File: src/sv/uctseq_pkg.sv
// Shared types and codes for the USB control transfer sequencer.
// Used by the front, queue, back and top-level files; depends on nothing.
`timescale 1ns / 1ps

package uctseq_pkg;

    // Command opcodes as they arrive in s_axis_tuser.
    localparam logic [2:0] OP_RESET      = 3'd0;
    localparam logic [2:0] OP_BEGIN_SET  = 3'd1;
    localparam logic [2:0] OP_DATA_OUT   = 3'd2;
    localparam logic [2:0] OP_DATA_IN    = 3'd3;
    localparam logic [2:0] OP_STATUS_IN  = 3'd4;
    localparam logic [2:0] OP_STATUS_OUT = 3'd5;
    localparam logic [2:0] OP_IRQ        = 3'd6;
    localparam logic [2:0] OP_NOP        = 3'd7;

    // Work kinds after classification, with interrupt priority already resolved.
    localparam logic [3:0] K_NOP        = 4'd0;
    localparam logic [3:0] K_RESET      = 4'd1;
    localparam logic [3:0] K_SETUP      = 4'd2;
    localparam logic [3:0] K_DATA_OUT   = 4'd3;
    localparam logic [3:0] K_DATA_IN    = 4'd4;
    localparam logic [3:0] K_STATUS_IN  = 4'd5;
    localparam logic [3:0] K_STATUS_OUT = 4'd6;
    localparam logic [3:0] K_IRQ_SETUP  = 4'd7;
    localparam logic [3:0] K_IRQ_OUT    = 4'd8;
    localparam logic [3:0] K_IRQ_IN     = 4'd9;

    localparam logic [1:0] ST_IDLE   = 2'd0;
    localparam logic [1:0] ST_SETUP  = 2'd1;
    localparam logic [1:0] ST_DATA   = 2'd2;
    localparam logic [1:0] ST_STATUS = 2'd3;

    localparam logic [1:0] DIR_NONE = 2'd0;
    localparam logic [1:0] DIR_OUT  = 2'd1;
    localparam logic [1:0] DIR_IN   = 2'd2;

    localparam logic [1:0] EV_NONE     = 2'd0;
    localparam logic [1:0] EV_SETUP    = 2'd1;
    localparam logic [1:0] EV_OUT_DONE = 2'd2;
    localparam logic [1:0] EV_XFER_END = 2'd3;

    localparam logic [1:0] IRQ_NONE  = 2'd0;
    localparam logic [1:0] IRQ_SETUP = 2'd1;
    localparam logic [1:0] IRQ_OUT   = 2'd2;
    localparam logic [1:0] IRQ_IN    = 2'd3;

    localparam logic [1:0] ACT_NONE       = 2'd0;
    localparam logic [1:0] ACT_ARM_IN     = 2'd1;
    localparam logic [1:0] ACT_ARM_OUT    = 2'd2;
    localparam logic [1:0] ACT_READ_SETUP = 2'd3;

    localparam logic [2:0] FLT_OK        = 3'd0;
    localparam logic [2:0] FLT_BAD_STAGE = 3'd1;
    localparam logic [2:0] FLT_ZERO_LEN  = 3'd2;
    localparam logic [2:0] FLT_ACTIVE    = 3'd3;
    localparam logic [2:0] FLT_BAD_DIR   = 3'd4;
    localparam logic [2:0] FLT_BAD_SIZE  = 3'd5;
    localparam logic [2:0] FLT_OVERRUN   = 3'd6;

    localparam logic [6:0] SETUP_PKT_LEN = 7'd8;
    localparam logic [6:0] MPS_RESET     = 7'd64;

    localparam int QUEUE_DEPTH = 2;

    // One classified command as it waits in the queue.
    typedef struct packed {
        logic [3:0]  kind;
        logic [1:0]  irq;
        logic [15:0] length;
        logic        zlp;
        logic [6:0]  rx_size;
    } t_cmd;

    // Result word; the last member lands in the lowest bits.
    typedef struct packed {
        logic        busy;
        logic [2:0]  fault;
        logic        copy;
        logic [15:0] offset;
        logic [6:0]  plen;
        logic [1:0]  action;
        logic [1:0]  irq;
    } t_result;

endpackage

File: src/sv/uctseq_front.sv
// Front end: unpacks an incoming word and classifies it into a command kind.
// Depends on uctseq_pkg.
`timescale 1ns / 1ps

module uctseq_front import uctseq_pkg::*; (
    input  logic [31:0] i_tdata,
    input  logic [2:0]  i_tuser,
    output t_cmd        o_cmd
);

    logic isetup, iout, iin;

    assign isetup = i_tdata[17];
    assign iout   = i_tdata[18];
    assign iin    = i_tdata[19];

    always_comb begin
        o_cmd.length  = i_tdata[15:0];
        o_cmd.zlp     = i_tdata[16];
        o_cmd.rx_size = i_tdata[26:20];
        o_cmd.kind    = K_NOP;
        o_cmd.irq     = IRQ_NONE;
        unique case (i_tuser)
            OP_RESET:      o_cmd.kind = K_RESET;
            OP_BEGIN_SET:  o_cmd.kind = K_SETUP;
            OP_DATA_OUT:   o_cmd.kind = K_DATA_OUT;
            OP_DATA_IN:    o_cmd.kind = K_DATA_IN;
            OP_STATUS_IN:  o_cmd.kind = K_STATUS_IN;
            OP_STATUS_OUT: o_cmd.kind = K_STATUS_OUT;
            OP_IRQ: begin
                // Setup beats out, out beats in.
                priority if (isetup) begin
                    o_cmd.kind = K_IRQ_SETUP;
                    o_cmd.irq  = IRQ_SETUP;
                end else if (iout) begin
                    o_cmd.kind = K_IRQ_OUT;
                    o_cmd.irq  = IRQ_OUT;
                end else if (iin) begin
                    o_cmd.kind = K_IRQ_IN;
                    o_cmd.irq  = IRQ_IN;
                end else begin
                    o_cmd.kind = K_NOP;
                end
            end
            OP_NOP:        o_cmd.kind = K_NOP;
            default:       o_cmd.kind = K_NOP;
        endcase
    end

endmodule

File: src/sv/uctseq_queue.sv
// Short command queue between the front end and the back end.
// Depends on uctseq_pkg for the command type and depth.
`timescale 1ns / 1ps

module uctseq_queue import uctseq_pkg::*; (
    input  logic i_clk,
    input  logic i_rst_n,
    input  logic i_wr_valid,
    output logic o_wr_ready,
    input  t_cmd i_wr_data,
    output logic o_rd_valid,
    input  logic i_rd_pop,
    output t_cmd o_rd_data
);

    localparam int PTR_W = (QUEUE_DEPTH > 1) ? $clog2(QUEUE_DEPTH) : 1;
    localparam int CNT_W = $clog2(QUEUE_DEPTH + 1);
    localparam logic [PTR_W-1:0] LAST_PTR = PTR_W'(QUEUE_DEPTH - 1);
    localparam logic [CNT_W-1:0] FULL_CNT = CNT_W'(QUEUE_DEPTH);

    t_cmd             r_mem [QUEUE_DEPTH];
    logic [PTR_W-1:0] r_wr_ptr, r_rd_ptr;
    logic [CNT_W-1:0] r_count;
    logic             push, pop;

    assign o_wr_ready = (r_count != FULL_CNT);
    assign o_rd_valid = (r_count != '0);
    assign push       = i_wr_valid && o_wr_ready;
    assign pop        = i_rd_pop && o_rd_valid;
    assign o_rd_data  = r_mem[r_rd_ptr];

    always_ff @(posedge i_clk) begin
        if (push) begin
            r_mem[r_wr_ptr] <= i_wr_data;
        end
    end

    always_ff @(posedge i_clk) begin
        if (!i_rst_n) begin
            r_wr_ptr <= '0;
            r_rd_ptr <= '0;
            r_count  <= '0;
        end else begin
            if (push) begin
                r_wr_ptr <= (r_wr_ptr == LAST_PTR) ? '0 : r_wr_ptr + 1'b1;
            end
            if (pop) begin
                r_rd_ptr <= (r_rd_ptr == LAST_PTR) ? '0 : r_rd_ptr + 1'b1;
            end
            if (push && !pop) begin
                r_count <= r_count + 1'b1;
            end else if (pop && !push) begin
                r_count <= r_count - 1'b1;
            end
        end
    end

endmodule

File: src/sv/uctseq_back.sv
// Back end: holds the transfer state, executes one command per cycle unless
// the result word is stalled, and registers it. Depends on uctseq_pkg.
`timescale 1ns / 1ps

module uctseq_back import uctseq_pkg::*; #(
    parameter int LENGTH_WIDTH = 16
) (
    input  logic    i_clk,
    input  logic    i_rst_n,
    input  logic    i_cfg_valid,
    input  logic [6:0] i_cfg_data,
    input  logic    i_q_valid,
    input  t_cmd    i_cmd,
    output logic    o_q_pop,
    output logic    o_valid,
    input  logic    i_ready,
    output logic [1:0] o_event,
    output t_result o_result
);

    localparam int LW = LENGTH_WIDTH;

    logic [1:0]    r_stage, n_stage;
    logic [1:0]    r_dir, n_dir;
    logic          r_in_active, n_in_active;
    logic [LW-1:0] r_in_offset, n_in_offset;
    logic [LW-1:0] r_in_total, n_in_total;
    logic [6:0]    r_in_flight, n_in_flight;
    logic          r_zlp_pending, n_zlp_pending;
    logic          r_out_active, n_out_active;
    logic [LW-1:0] r_out_offset, n_out_offset;
    logic [LW-1:0] r_out_expected, n_out_expected;
    logic [6:0]    r_mps;

    logic          r_valid;
    logic [1:0]    r_event;
    t_result       r_result;

    logic [LW-1:0] len_w, rx_w, in_next_off, out_sum, out_room;
    logic [LW-1:0] send_off, send_tot, send_rem, send_len;
    logic          out_overrun, do_clear;
    logic [1:0]    ev, act;
    logic [6:0]    plen;
    logic [LW-1:0] boff;
    logic          copy;
    logic [2:0]    flt;

    assign o_q_pop  = i_q_valid && (!r_valid || i_ready);
    assign o_valid  = r_valid;
    assign o_event  = r_event;
    assign o_result = r_result;

    assign len_w       = LW'(i_cmd.length);
    assign rx_w        = LW'(i_cmd.rx_size);
    assign in_next_off = r_in_offset + LW'(r_in_flight);
    assign out_sum     = r_out_offset + rx_w;
    assign out_room    = r_out_expected - r_out_offset;
    assign out_overrun = (r_out_offset > r_out_expected) || (rx_w > out_room);

    // Next IN packet: a new data stage starts at offset zero of the new length.
    assign send_off = (i_cmd.kind == K_DATA_IN) ? '0 : in_next_off;
    assign send_tot = (i_cmd.kind == K_DATA_IN) ? len_w : r_in_total;
    assign send_rem = send_tot - send_off;
    assign send_len = (send_rem < LW'(r_mps)) ? send_rem : LW'(r_mps);

    always_comb begin
        n_stage        = r_stage;
        n_dir          = r_dir;
        n_in_active    = r_in_active;
        n_in_offset    = r_in_offset;
        n_in_total     = r_in_total;
        n_in_flight    = r_in_flight;
        n_zlp_pending  = r_zlp_pending;
        n_out_active   = r_out_active;
        n_out_offset   = r_out_offset;
        n_out_expected = r_out_expected;
        do_clear = 1'b0;
        ev   = EV_NONE;
        act  = ACT_NONE;
        plen = '0;
        boff = '0;
        copy = 1'b0;
        flt  = FLT_OK;

        unique case (i_cmd.kind)
            K_RESET: begin
                do_clear = 1'b1;
                n_stage  = ST_IDLE;
                n_dir    = DIR_NONE;
            end
            K_SETUP: begin
                do_clear = 1'b1;
                n_stage  = ST_SETUP;
                n_dir    = DIR_NONE;
                act      = ACT_READ_SETUP;
                plen     = SETUP_PKT_LEN;
                copy     = 1'b1;
            end
            K_DATA_OUT: begin
                priority if (r_stage != ST_SETUP) begin
                    flt = FLT_BAD_STAGE;
                end else if (len_w == '0) begin
                    flt = FLT_ZERO_LEN;
                end else if (r_out_active) begin
                    flt = FLT_ACTIVE;
                end else begin
                    n_out_offset   = '0;
                    n_out_expected = len_w;
                    n_out_active   = 1'b1;
                    n_dir          = DIR_OUT;
                    n_stage        = ST_DATA;
                    act            = ACT_ARM_OUT;
                end
            end
            K_DATA_IN: begin
                priority if (r_stage != ST_SETUP) begin
                    flt = FLT_BAD_STAGE;
                end else if (len_w == '0) begin
                    flt = FLT_ZERO_LEN;
                end else if (r_in_active) begin
                    flt = FLT_ACTIVE;
                end else begin
                    n_in_offset   = '0;
                    n_in_total    = len_w;
                    n_in_active   = 1'b1;
                    n_zlp_pending = i_cmd.zlp;
                    n_dir         = DIR_IN;
                    n_stage       = ST_DATA;
                    n_in_flight   = send_len[6:0];
                    act           = ACT_ARM_IN;
                    plen          = send_len[6:0];
                    copy          = 1'b1;
                end
            end
            K_STATUS_IN: begin
                do_clear = 1'b1;
                n_stage  = ST_STATUS;
                n_dir    = DIR_IN;
                act      = ACT_ARM_IN;
            end
            K_STATUS_OUT: begin
                do_clear = 1'b1;
                n_stage  = ST_STATUS;
                n_dir    = DIR_OUT;
                act      = ACT_ARM_OUT;
            end
            K_IRQ_SETUP: begin
                ev = EV_SETUP;
            end
            K_IRQ_OUT: begin
                priority if (r_stage == ST_STATUS) begin
                    priority if (r_dir != DIR_OUT) begin
                        flt = FLT_BAD_DIR;
                    end else if (i_cmd.rx_size != '0) begin
                        flt = FLT_BAD_SIZE;
                    end else begin
                        do_clear = 1'b1;
                        n_stage  = ST_IDLE;
                        n_dir    = DIR_NONE;
                        ev       = EV_XFER_END;
                    end
                end else if (r_stage != ST_DATA) begin
                    flt = FLT_BAD_STAGE;
                end else if (r_dir != DIR_OUT) begin
                    flt = FLT_BAD_DIR;
                end else if (!r_out_active) begin
                    // Direction inactive: nothing to report.
                end else if (out_overrun) begin
                    flt = FLT_OVERRUN;
                end else begin
                    copy         = 1'b1;
                    plen         = i_cmd.rx_size;
                    boff         = r_out_offset;
                    n_out_offset = out_sum;
                    if (out_sum >= r_out_expected) begin
                        n_out_active = 1'b0;
                        ev           = EV_OUT_DONE;
                    end else begin
                        act = ACT_ARM_OUT;
                    end
                end
            end
            K_IRQ_IN: begin
                priority if (r_stage == ST_STATUS) begin
                    if (r_dir != DIR_IN) begin
                        flt = FLT_BAD_DIR;
                    end else begin
                        do_clear = 1'b1;
                        n_stage  = ST_IDLE;
                        n_dir    = DIR_NONE;
                        ev       = EV_XFER_END;
                    end
                end else if (r_stage != ST_DATA) begin
                    flt = FLT_BAD_STAGE;
                end else if (r_dir != DIR_IN) begin
                    flt = FLT_BAD_DIR;
                end else if (!r_in_active) begin
                    // Direction inactive: nothing to report.
                end else if (in_next_off < r_in_total) begin
                    n_in_offset = in_next_off;
                    n_in_flight = send_len[6:0];
                    act         = ACT_ARM_IN;
                    plen        = send_len[6:0];
                    boff        = in_next_off;
                    copy        = 1'b1;
                end else if (r_zlp_pending) begin
                    n_in_offset   = in_next_off;
                    n_in_flight   = '0;
                    n_zlp_pending = 1'b0;
                    act           = ACT_ARM_IN;
                end else begin
                    // All data sent: the host now sends the OUT status packet.
                    do_clear = 1'b1;
                    n_stage  = ST_STATUS;
                    n_dir    = DIR_OUT;
                    act      = ACT_ARM_OUT;
                end
            end
            default: begin
            end
        endcase

        if (do_clear) begin
            n_in_active    = 1'b0;
            n_zlp_pending  = 1'b0;
            n_out_active   = 1'b0;
            n_in_offset    = '0;
            n_in_total     = '0;
            n_in_flight    = '0;
            n_out_offset   = '0;
            n_out_expected = '0;
        end

        // A fault reports only the code, the examined interrupt and busy.
        if (flt != FLT_OK) begin
            n_stage        = r_stage;
            n_dir          = r_dir;
            n_in_active    = r_in_active;
            n_in_offset    = r_in_offset;
            n_in_total     = r_in_total;
            n_in_flight    = r_in_flight;
            n_zlp_pending  = r_zlp_pending;
            n_out_active   = r_out_active;
            n_out_offset   = r_out_offset;
            n_out_expected = r_out_expected;
            ev   = EV_NONE;
            act  = ACT_NONE;
            plen = '0;
            boff = '0;
            copy = 1'b0;
        end
    end

    always_ff @(posedge i_clk) begin
        if (!i_rst_n) begin
            r_mps <= MPS_RESET;
        end else if (i_cfg_valid) begin
            r_mps <= i_cfg_data;
        end
    end

    always_ff @(posedge i_clk) begin
        if (!i_rst_n) begin
            r_stage        <= ST_IDLE;
            r_dir          <= DIR_NONE;
            r_in_active    <= 1'b0;
            r_in_offset    <= '0;
            r_in_total     <= '0;
            r_in_flight    <= '0;
            r_zlp_pending  <= 1'b0;
            r_out_active   <= 1'b0;
            r_out_offset   <= '0;
            r_out_expected <= '0;
            r_valid        <= 1'b0;
        end else begin
            if (o_q_pop) begin
                r_stage        <= n_stage;
                r_dir          <= n_dir;
                r_in_active    <= n_in_active;
                r_in_offset    <= n_in_offset;
                r_in_total     <= n_in_total;
                r_in_flight    <= n_in_flight;
                r_zlp_pending  <= n_zlp_pending;
                r_out_active   <= n_out_active;
                r_out_offset   <= n_out_offset;
                r_out_expected <= n_out_expected;
                r_valid        <= 1'b1;
            end else if (i_ready) begin
                r_valid <= 1'b0;
            end
        end
    end

    always_ff @(posedge i_clk) begin
        if (o_q_pop) begin
            r_event         <= ev;
            r_result.irq    <= i_cmd.irq;
            r_result.action <= act;
            r_result.plen   <= plen;
            r_result.offset <= 16'(boff);
            r_result.copy   <= copy;
            r_result.fault  <= flt;
            r_result.busy   <= (n_stage != ST_IDLE);
        end
    end

endmodule

File: src/sv/usb_control_transfer_sequencer.sv
// USB endpoint-zero control transfer sequencer, top level.
// Ties together uctseq_front, uctseq_queue and uctseq_back; uses uctseq_pkg.
`timescale 1ns / 1ps

// Every accepted word yields exactly one result word. The block takes one word
// per cycle and delivers one result per cycle when the output side keeps
// m_axis_tready high; a word's result passes through the two-entry command
// queue and then the back end's result register before it is offered on the
// master side. The back end updates the whole transfer state with each command
// it pops, which sets the one-word-per-cycle rate. The max_packet_size
// register is written through the cfg channel, which is always ready, and
// should only be written while no words are in flight.
module usb_control_transfer_sequencer import uctseq_pkg::*; #(
    parameter int LENGTH_WIDTH = 16
) (
    input  logic        i_clk,
    input  logic        i_rst_n,
    input  logic        s_axis_tvalid,
    output logic        s_axis_tready,
    // data_length[15:0], send_zlp[16], irq_setup[17], irq_out[18], irq_in[19],
    // received_size[26:20], zero fill[31:27]
    input  logic [31:0] s_axis_tdata,
    // opcode[2:0]
    input  logic [2:0]  s_axis_tuser,
    output logic        m_axis_tvalid,
    input  logic        m_axis_tready,
    // irq_handled[1:0], action[3:2], packet_length[10:4], buffer_offset[26:11],
    // copy_data[27], fault[30:28], busy_res[31]
    output logic [31:0] m_axis_tdata,
    // event_code[1:0]
    output logic [1:0]  m_axis_tuser,
    input  logic        i_cfg_valid,
    output logic        o_cfg_ready,
    input  logic [6:0]  i_cfg_data
);

    t_cmd    front_cmd, queue_cmd;
    logic    queue_valid, queue_pop;
    t_result result;

    assign o_cfg_ready  = 1'b1;
    assign m_axis_tdata = result;

    uctseq_front u_front (
        .i_tdata (s_axis_tdata),
        .i_tuser (s_axis_tuser),
        .o_cmd   (front_cmd)
    );

    uctseq_queue u_queue (
        .i_clk      (i_clk),
        .i_rst_n    (i_rst_n),
        .i_wr_valid (s_axis_tvalid),
        .o_wr_ready (s_axis_tready),
        .i_wr_data  (front_cmd),
        .o_rd_valid (queue_valid),
        .i_rd_pop   (queue_pop),
        .o_rd_data  (queue_cmd)
    );

    uctseq_back #(
        .LENGTH_WIDTH (LENGTH_WIDTH)
    ) u_back (
        .i_clk       (i_clk),
        .i_rst_n     (i_rst_n),
        .i_cfg_valid (i_cfg_valid),
        .i_cfg_data  (i_cfg_data),
        .i_q_valid   (queue_valid),
        .i_cmd       (queue_cmd),
        .o_q_pop     (queue_pop),
        .o_valid     (m_axis_tvalid),
        .i_ready     (m_axis_tready),
        .o_event     (m_axis_tuser),
        .o_result    (result)
    );

endmodule

File: config.mk
export PLATFORM = sky130hd
export DESIGN_NAME = usb_control_transfer_sequencer
export DESIGN_NICKNAME = d
export VERILOG_FILES = /design/src/sv/uctseq_pkg.sv /design/src/sv/uctseq_front.sv /design/src/sv/uctseq_queue.sv /design/src/sv/uctseq_back.sv /design/src/sv/usb_control_transfer_sequencer.sv
export SDC_FILE = /design/constraint.sdc
export NUM_CORES = 1
export LEC_CHECK = 0
export ABC_AREA = 1
export BUFFER_PORTS_ARGS = -buffer_cell sky130_fd_sc_hd__buf_2
export CAP_MARGIN = 20
export CORE_ASPECT_RATIO = 0.9
export CORE_UTILIZATION = 50
export CTS_CLUSTER_DIAMETER = 60
export DETAILED_ROUTE_END_ITERATION = 6
export PLACE_DENSITY_LB_ADDON = 0.12
export SLEW_MARGIN = 5
export SYNTH_ARGS = -nofsm -noshare
export SYNTH_HDL_FRONTEND = slang
export SYNTH_SLANG_ARGS = --single-unit
export TNS_END_PERCENT = 5
File: constraint.sdc
create_clock -name i_clk -period 9.7 [get_ports i_clk]
set_input_delay 0.97 -clock i_clk [delete_from_list [all_inputs] [get_ports i_clk]]
set_output_delay 0.97 -clock i_clk [all_outputs]
set_load 0.01 [all_outputs]
==> impl_results.rst <==
.. list-table::
   :header-rows: 1

   * - Metric
     - Value
   * - Part of the cycle the worst path needs
     - 74.0%
   * - Worst hold path cell count
     - 2
   * - YS warnings
     - 0
   * - FMAX
     - 139 MHz
   * - Total routed wirelength
     - 31600 um
   * - Share of synthesized area occupied by flip-flops and latches
     - 38.7%
   * - Count of state elements after synthesis
     - 185
   * - Critical Path Source Type
     - flip-flop
   * - Worst endpoint data arrival time
     - 7.33 ns
   * - Antenna violation net count after detailed routing
     - 0
   * - N_diodes
     - 0
   * - GR Util All Layers
     - 26.7%
   * - Via count normalized by instance count
     - 5.35
   * - Hold path start
     - u_back.r_in_offset[2]
   * - Global-route congestion overflow total
     - 0
   * - Final design instance area without fill
     - 0.0133 sq mm
   * - Switching power as a share of total power
     - 51.3%
   * - # IOs
     - 84
   * - Slack of the worst reg-to-reg path
     - 2.53 ns
   * - Longest individual stage delay on the worst path
     - 0.69 ns
   * - Number of placement rows
     - 53
   * - Hold bufs inserted after CTS
     - 0
   * - TritonCTS Buffers
     - 17
   * - CTS tree
     - built
   * - Buffers inserted during post-CTS setup optimization
     - 0
   * - Min Clock Period, post-route
     - 7.17 ns
   * - Final Setup Violations
     - 0
   * - Net load switching power
     - 2.54 mW
   * - Post-Place Setup Slack
     - 2.74 ns
   * - Tightest Pin Transition
     - 0.967 ns
   * - Post-Place Cells
     - 1945
   * - Minimum setup slack in the final design
     - 2.53 ns
   * - RSZ-0062 raised after global routing
     - no
   * - HPWL after DPL
     - 23700 um
   * - Initial core utilization
     - 51.1%
   * - Internal power of the cells
     - 2.42 mW
   * - Average wire per cell in the routed design
     - 16.0 um
   * - Count of non-filler cells in the finished layout
     - 1979
   * - Violated checks
     - design-rule violations
   * - Cell with the largest stage delay on the worst path
     - nor2_2
   * - Worst reg-to-reg path cell count
     - 28
   * - Outcome
     - finished, violations left
   * - Area added between synthesis and finish
     - 10.5%
   * - Fin. max-slew vios
     - 0
   * - Prevailing post-synth register cell
     - edfxtp_1
   * - Filler cells
     - 2219
   * - Mean Syn Cell Area
     - 7.47 sq um
   * - Number of cells produced by synthesis
     - 1606
   * - Most common cell after layout, fill and taps aside
     - nand2_1
   * - H-tree depth
     - 4
   * - CP required
     - 9.85 ns
   * - Vias after detailed routing
     - 10.6k
   * - Die area
     - 0.0246 sq mm
   * - Worst-case clock buffer depth
     - 2
   * - Clock latency on the worst-skew pair
     - 0.45 ns
   * - Reg-to-reg endpoint
     - u_back.o_result[7]
   * - Number of gates given a new drive strength after cts
     - 0
   * - Ratio of cells with drive above 1 in the final layout
     - 9.66%
   * - Count of unique library cells instantiated by Yosys
     - 56
   * - Layout net count
     - 1806
   * - Most frequent cells in the layout
     - 388 x nand2_1, 219 x inv_1, 144 x a21oi_1
   * - Vias in the first global route
     - 9722
   * - Total Neg Setup Slack
     - 0 ns
   * - Reported max-cap violation count
     - 0
   * - Net count after synthesis
     - 1748
   * - Number of endpoints with negative hold slack in the final report
     - 0
   * - Critical path endpoint category
     - flip-flop
   * - Lkg Pwr
     - 5.92 nW
   * - Initial antenna violation count
     - 0
   * - Area of placed instances
     - 0.0126 sq mm
   * - Worst IR drop on VDD
     - 0.000385 V
   * - Async set-or-reset flop fraction in the synthesized netlist
     - 0%
   * - Type of the setup path with the least slack
     - reg2reg
   * - Part of the total power dissipated in combinational logic
     - 62.4%
   * - Clock Root Buffer
     - clkbuf_16
   * - Critical Path Most Common Cell
     - nand2_1
   * - Critical Path Fanout Max
     - 42
   * - Width of the die
     - 165 um
   * - Placeable Area
     - 0.0235 sq mm
   * - Cell Area, Synth
     - 0.0120 sq mm
   * - Final estimated routing congestion in global placement
     - 0.902
   * - Part of the total power dissipated in sequential elements
     - 22.9%
   * - DRC violation count after routing
     - 6
   * - Die height
     - 149 um
   * - Power density over the cells
     - 374 mW/mm^2
   * - # port buffers
     - 77
   * - Sink count of the clock tree
     - 185
   * - Slew HR
     - 35.4%
   * - End of the worst hold path
     - u_back.r_in_offset[2]
   * - Maximum number of pins on one net before global-route repair
     - 49
   * - Wire length of the first global-routing pass
     - 50500 um
   * - Final setup skew
     - 0.0204 ns
   * - Iteration-0 DRC count of the detailed router
     - 974
   * - First drt pass iteration count
     - 7
   * - Count of flip-flops with a built-in enable after synthesis
     - 94
   * - Proportion of power drawn by the clock network
     - 14.7%
   * - CTS clk-pin slew, worst paths
     - 0.08 ns
   * - Kind of path behind the tightest hold check
     - reg2reg
registers in the layout (all words and copies together), names as in the netlist, named ones only:
signal	cells
u_back.o_event	2
u_back.o_result	32
u_back.o_valid	1
u_back.r_dir	2
u_back.r_in_active	1
u_back.r_in_flight	7
u_back.r_in_offset	16
u_back.r_in_total	16
u_back.r_mps	7
u_back.r_out_active	1
u_back.r_out_expected	16
u_back.r_out_offset	16
u_back.r_stage	2
u_back.r_zlp_pending	1
u_queue.r_count	2
u_queue.r_mem	60
u_queue.r_rd_ptr	1
u_queue.r_wr_ptr	1
power groups by stage:
stage / clock, mW / sequential, mW / combinational (mW)
floorplan: 0 / 1.17 / 2.28
global placement: 0 / 1.15 / 3.00
detailed placement: 0 / 1.15 / 3.02
CTS: 0.737 / 1.14 / 3.05
global route: 0.764 / 1.16 / 3.53
finish: 0.728 / 1.14 / 3.09
per-stage QoR:
step / util [%] / hold slack, ns / total power, mW
detailed placement: 53.8 / 0.457 / 4.18
floorplan: - / 0.426 / 3.45
global placement: 53.8 / 0.437 / 4.15
global route: 56.5 / 0.505 / 5.45
CTS: 56.4 / 0.471 / 4.93
finish: 56.5 / 0.475 / 4.96
worst max-delay path, delay by kind of cell, from the launching register on:
family                     cells  cell delay [ns]
xor gates and xnor gates       1             0.21
buffers and inverters          4             1.22
and+or+nand+nor               14             2.87
adders and majority gates      2             0.51
AOI/OAI and AO/OA              7             1.70
DFF                            1             0.31
cell usage after synthesis (all sizes together), types with 5 or more instances:
| master | n | area (sq um) |
|---|---|---|
| nand3 | 98 | 505 |
| buf | 16 | 110 |
| xor2 | 34 | 305 |
| xnor2 | 8 | 70.1 |
| nor3 | 7 | 40.0 |
| nand2 | 390 | 1470 |
| edfxtp | 94 | 2820 |
| inv | 230 | 863 |
| nand4 | 25 | 163 |
| o22ai | 16 | 100 |
| nor4 | 6 | 52.6 |
| a21oi | 145 | 726 |
| clkbuf | 34 | 129 |
| or2 | 14 | 87.6 |
| dfxtp | 91 | 1820 |
| mux2i | 5 | 50.1 |
| o21ai | 124 | 632 |
| ha | 91 | 1140 |
| nor2 | 139 | 566 |
logic make-up (layout without fill, tap and decap cells):
| kind of cell | after synthesis | after routing | synth area share (%) |
|---|---|---|---|
| fa+ha+maj | 95 | 95 | 10.2 |
| buf+inv | 282 | 353 | 9.25 |
| simple gates | 684 | 684 | 24.3 |
| other cells | 1 | 1 | 0.0312 |
| mux | 5 | 5 | 0.417 |
| compound gates | 312 | 312 | 14.0 |
| xor+xnor | 42 | 42 | 3.13 |
| flops | 185 | 185 | 38.7 |
layout make-up:
cell class | instances | area [sq um] | area share, %
clock buffers | 18 | 439 | 3.31
clock inverters | 14 | 188 | 1.42
inverters | 232 | 871 | 6.57
multi-input cells | 1139 | 6260 | 47.2
flip-flops and latches | 185 | 4640 | 35.0
well taps | 302 | 378 | 2.85
repair buffers | 89 | 475 | 3.59
how the worst max path moves through the flow:
stage	cells after the start	slack, ns	endpoint	from
after floorplan	30	4.79	u_back.o_result[10]	flip-flop
after global placement	28	2.86	u_back.o_result[9]	flip-flop
after detailed placement	28	2.74	u_back.o_result[7]	flip-flop
after CTS	28	2.68	u_back.o_result[7]	flip-flop
after global routing	28	1.88	u_back.o_result[5]	flip-flop
final	28	2.53	u_back.o_result[7]	flip-flop
routing by layer:
metal / vias to the layer above / global-route usage [%] / part of all wire, % / wire, um
li1: 5416 / - / - / -
met1: 4839 / 37.5 / 48 / 15100
met2: 286 / 42.3 / 45 / 14200
met3: 43 / 3.64 / 5.0 / 1590
met4: 0 / 8.32 / 2.2 / 704
met5: - / 0 / 0 / 0
No activity file was read; power rests on OpenSTA's default activity.
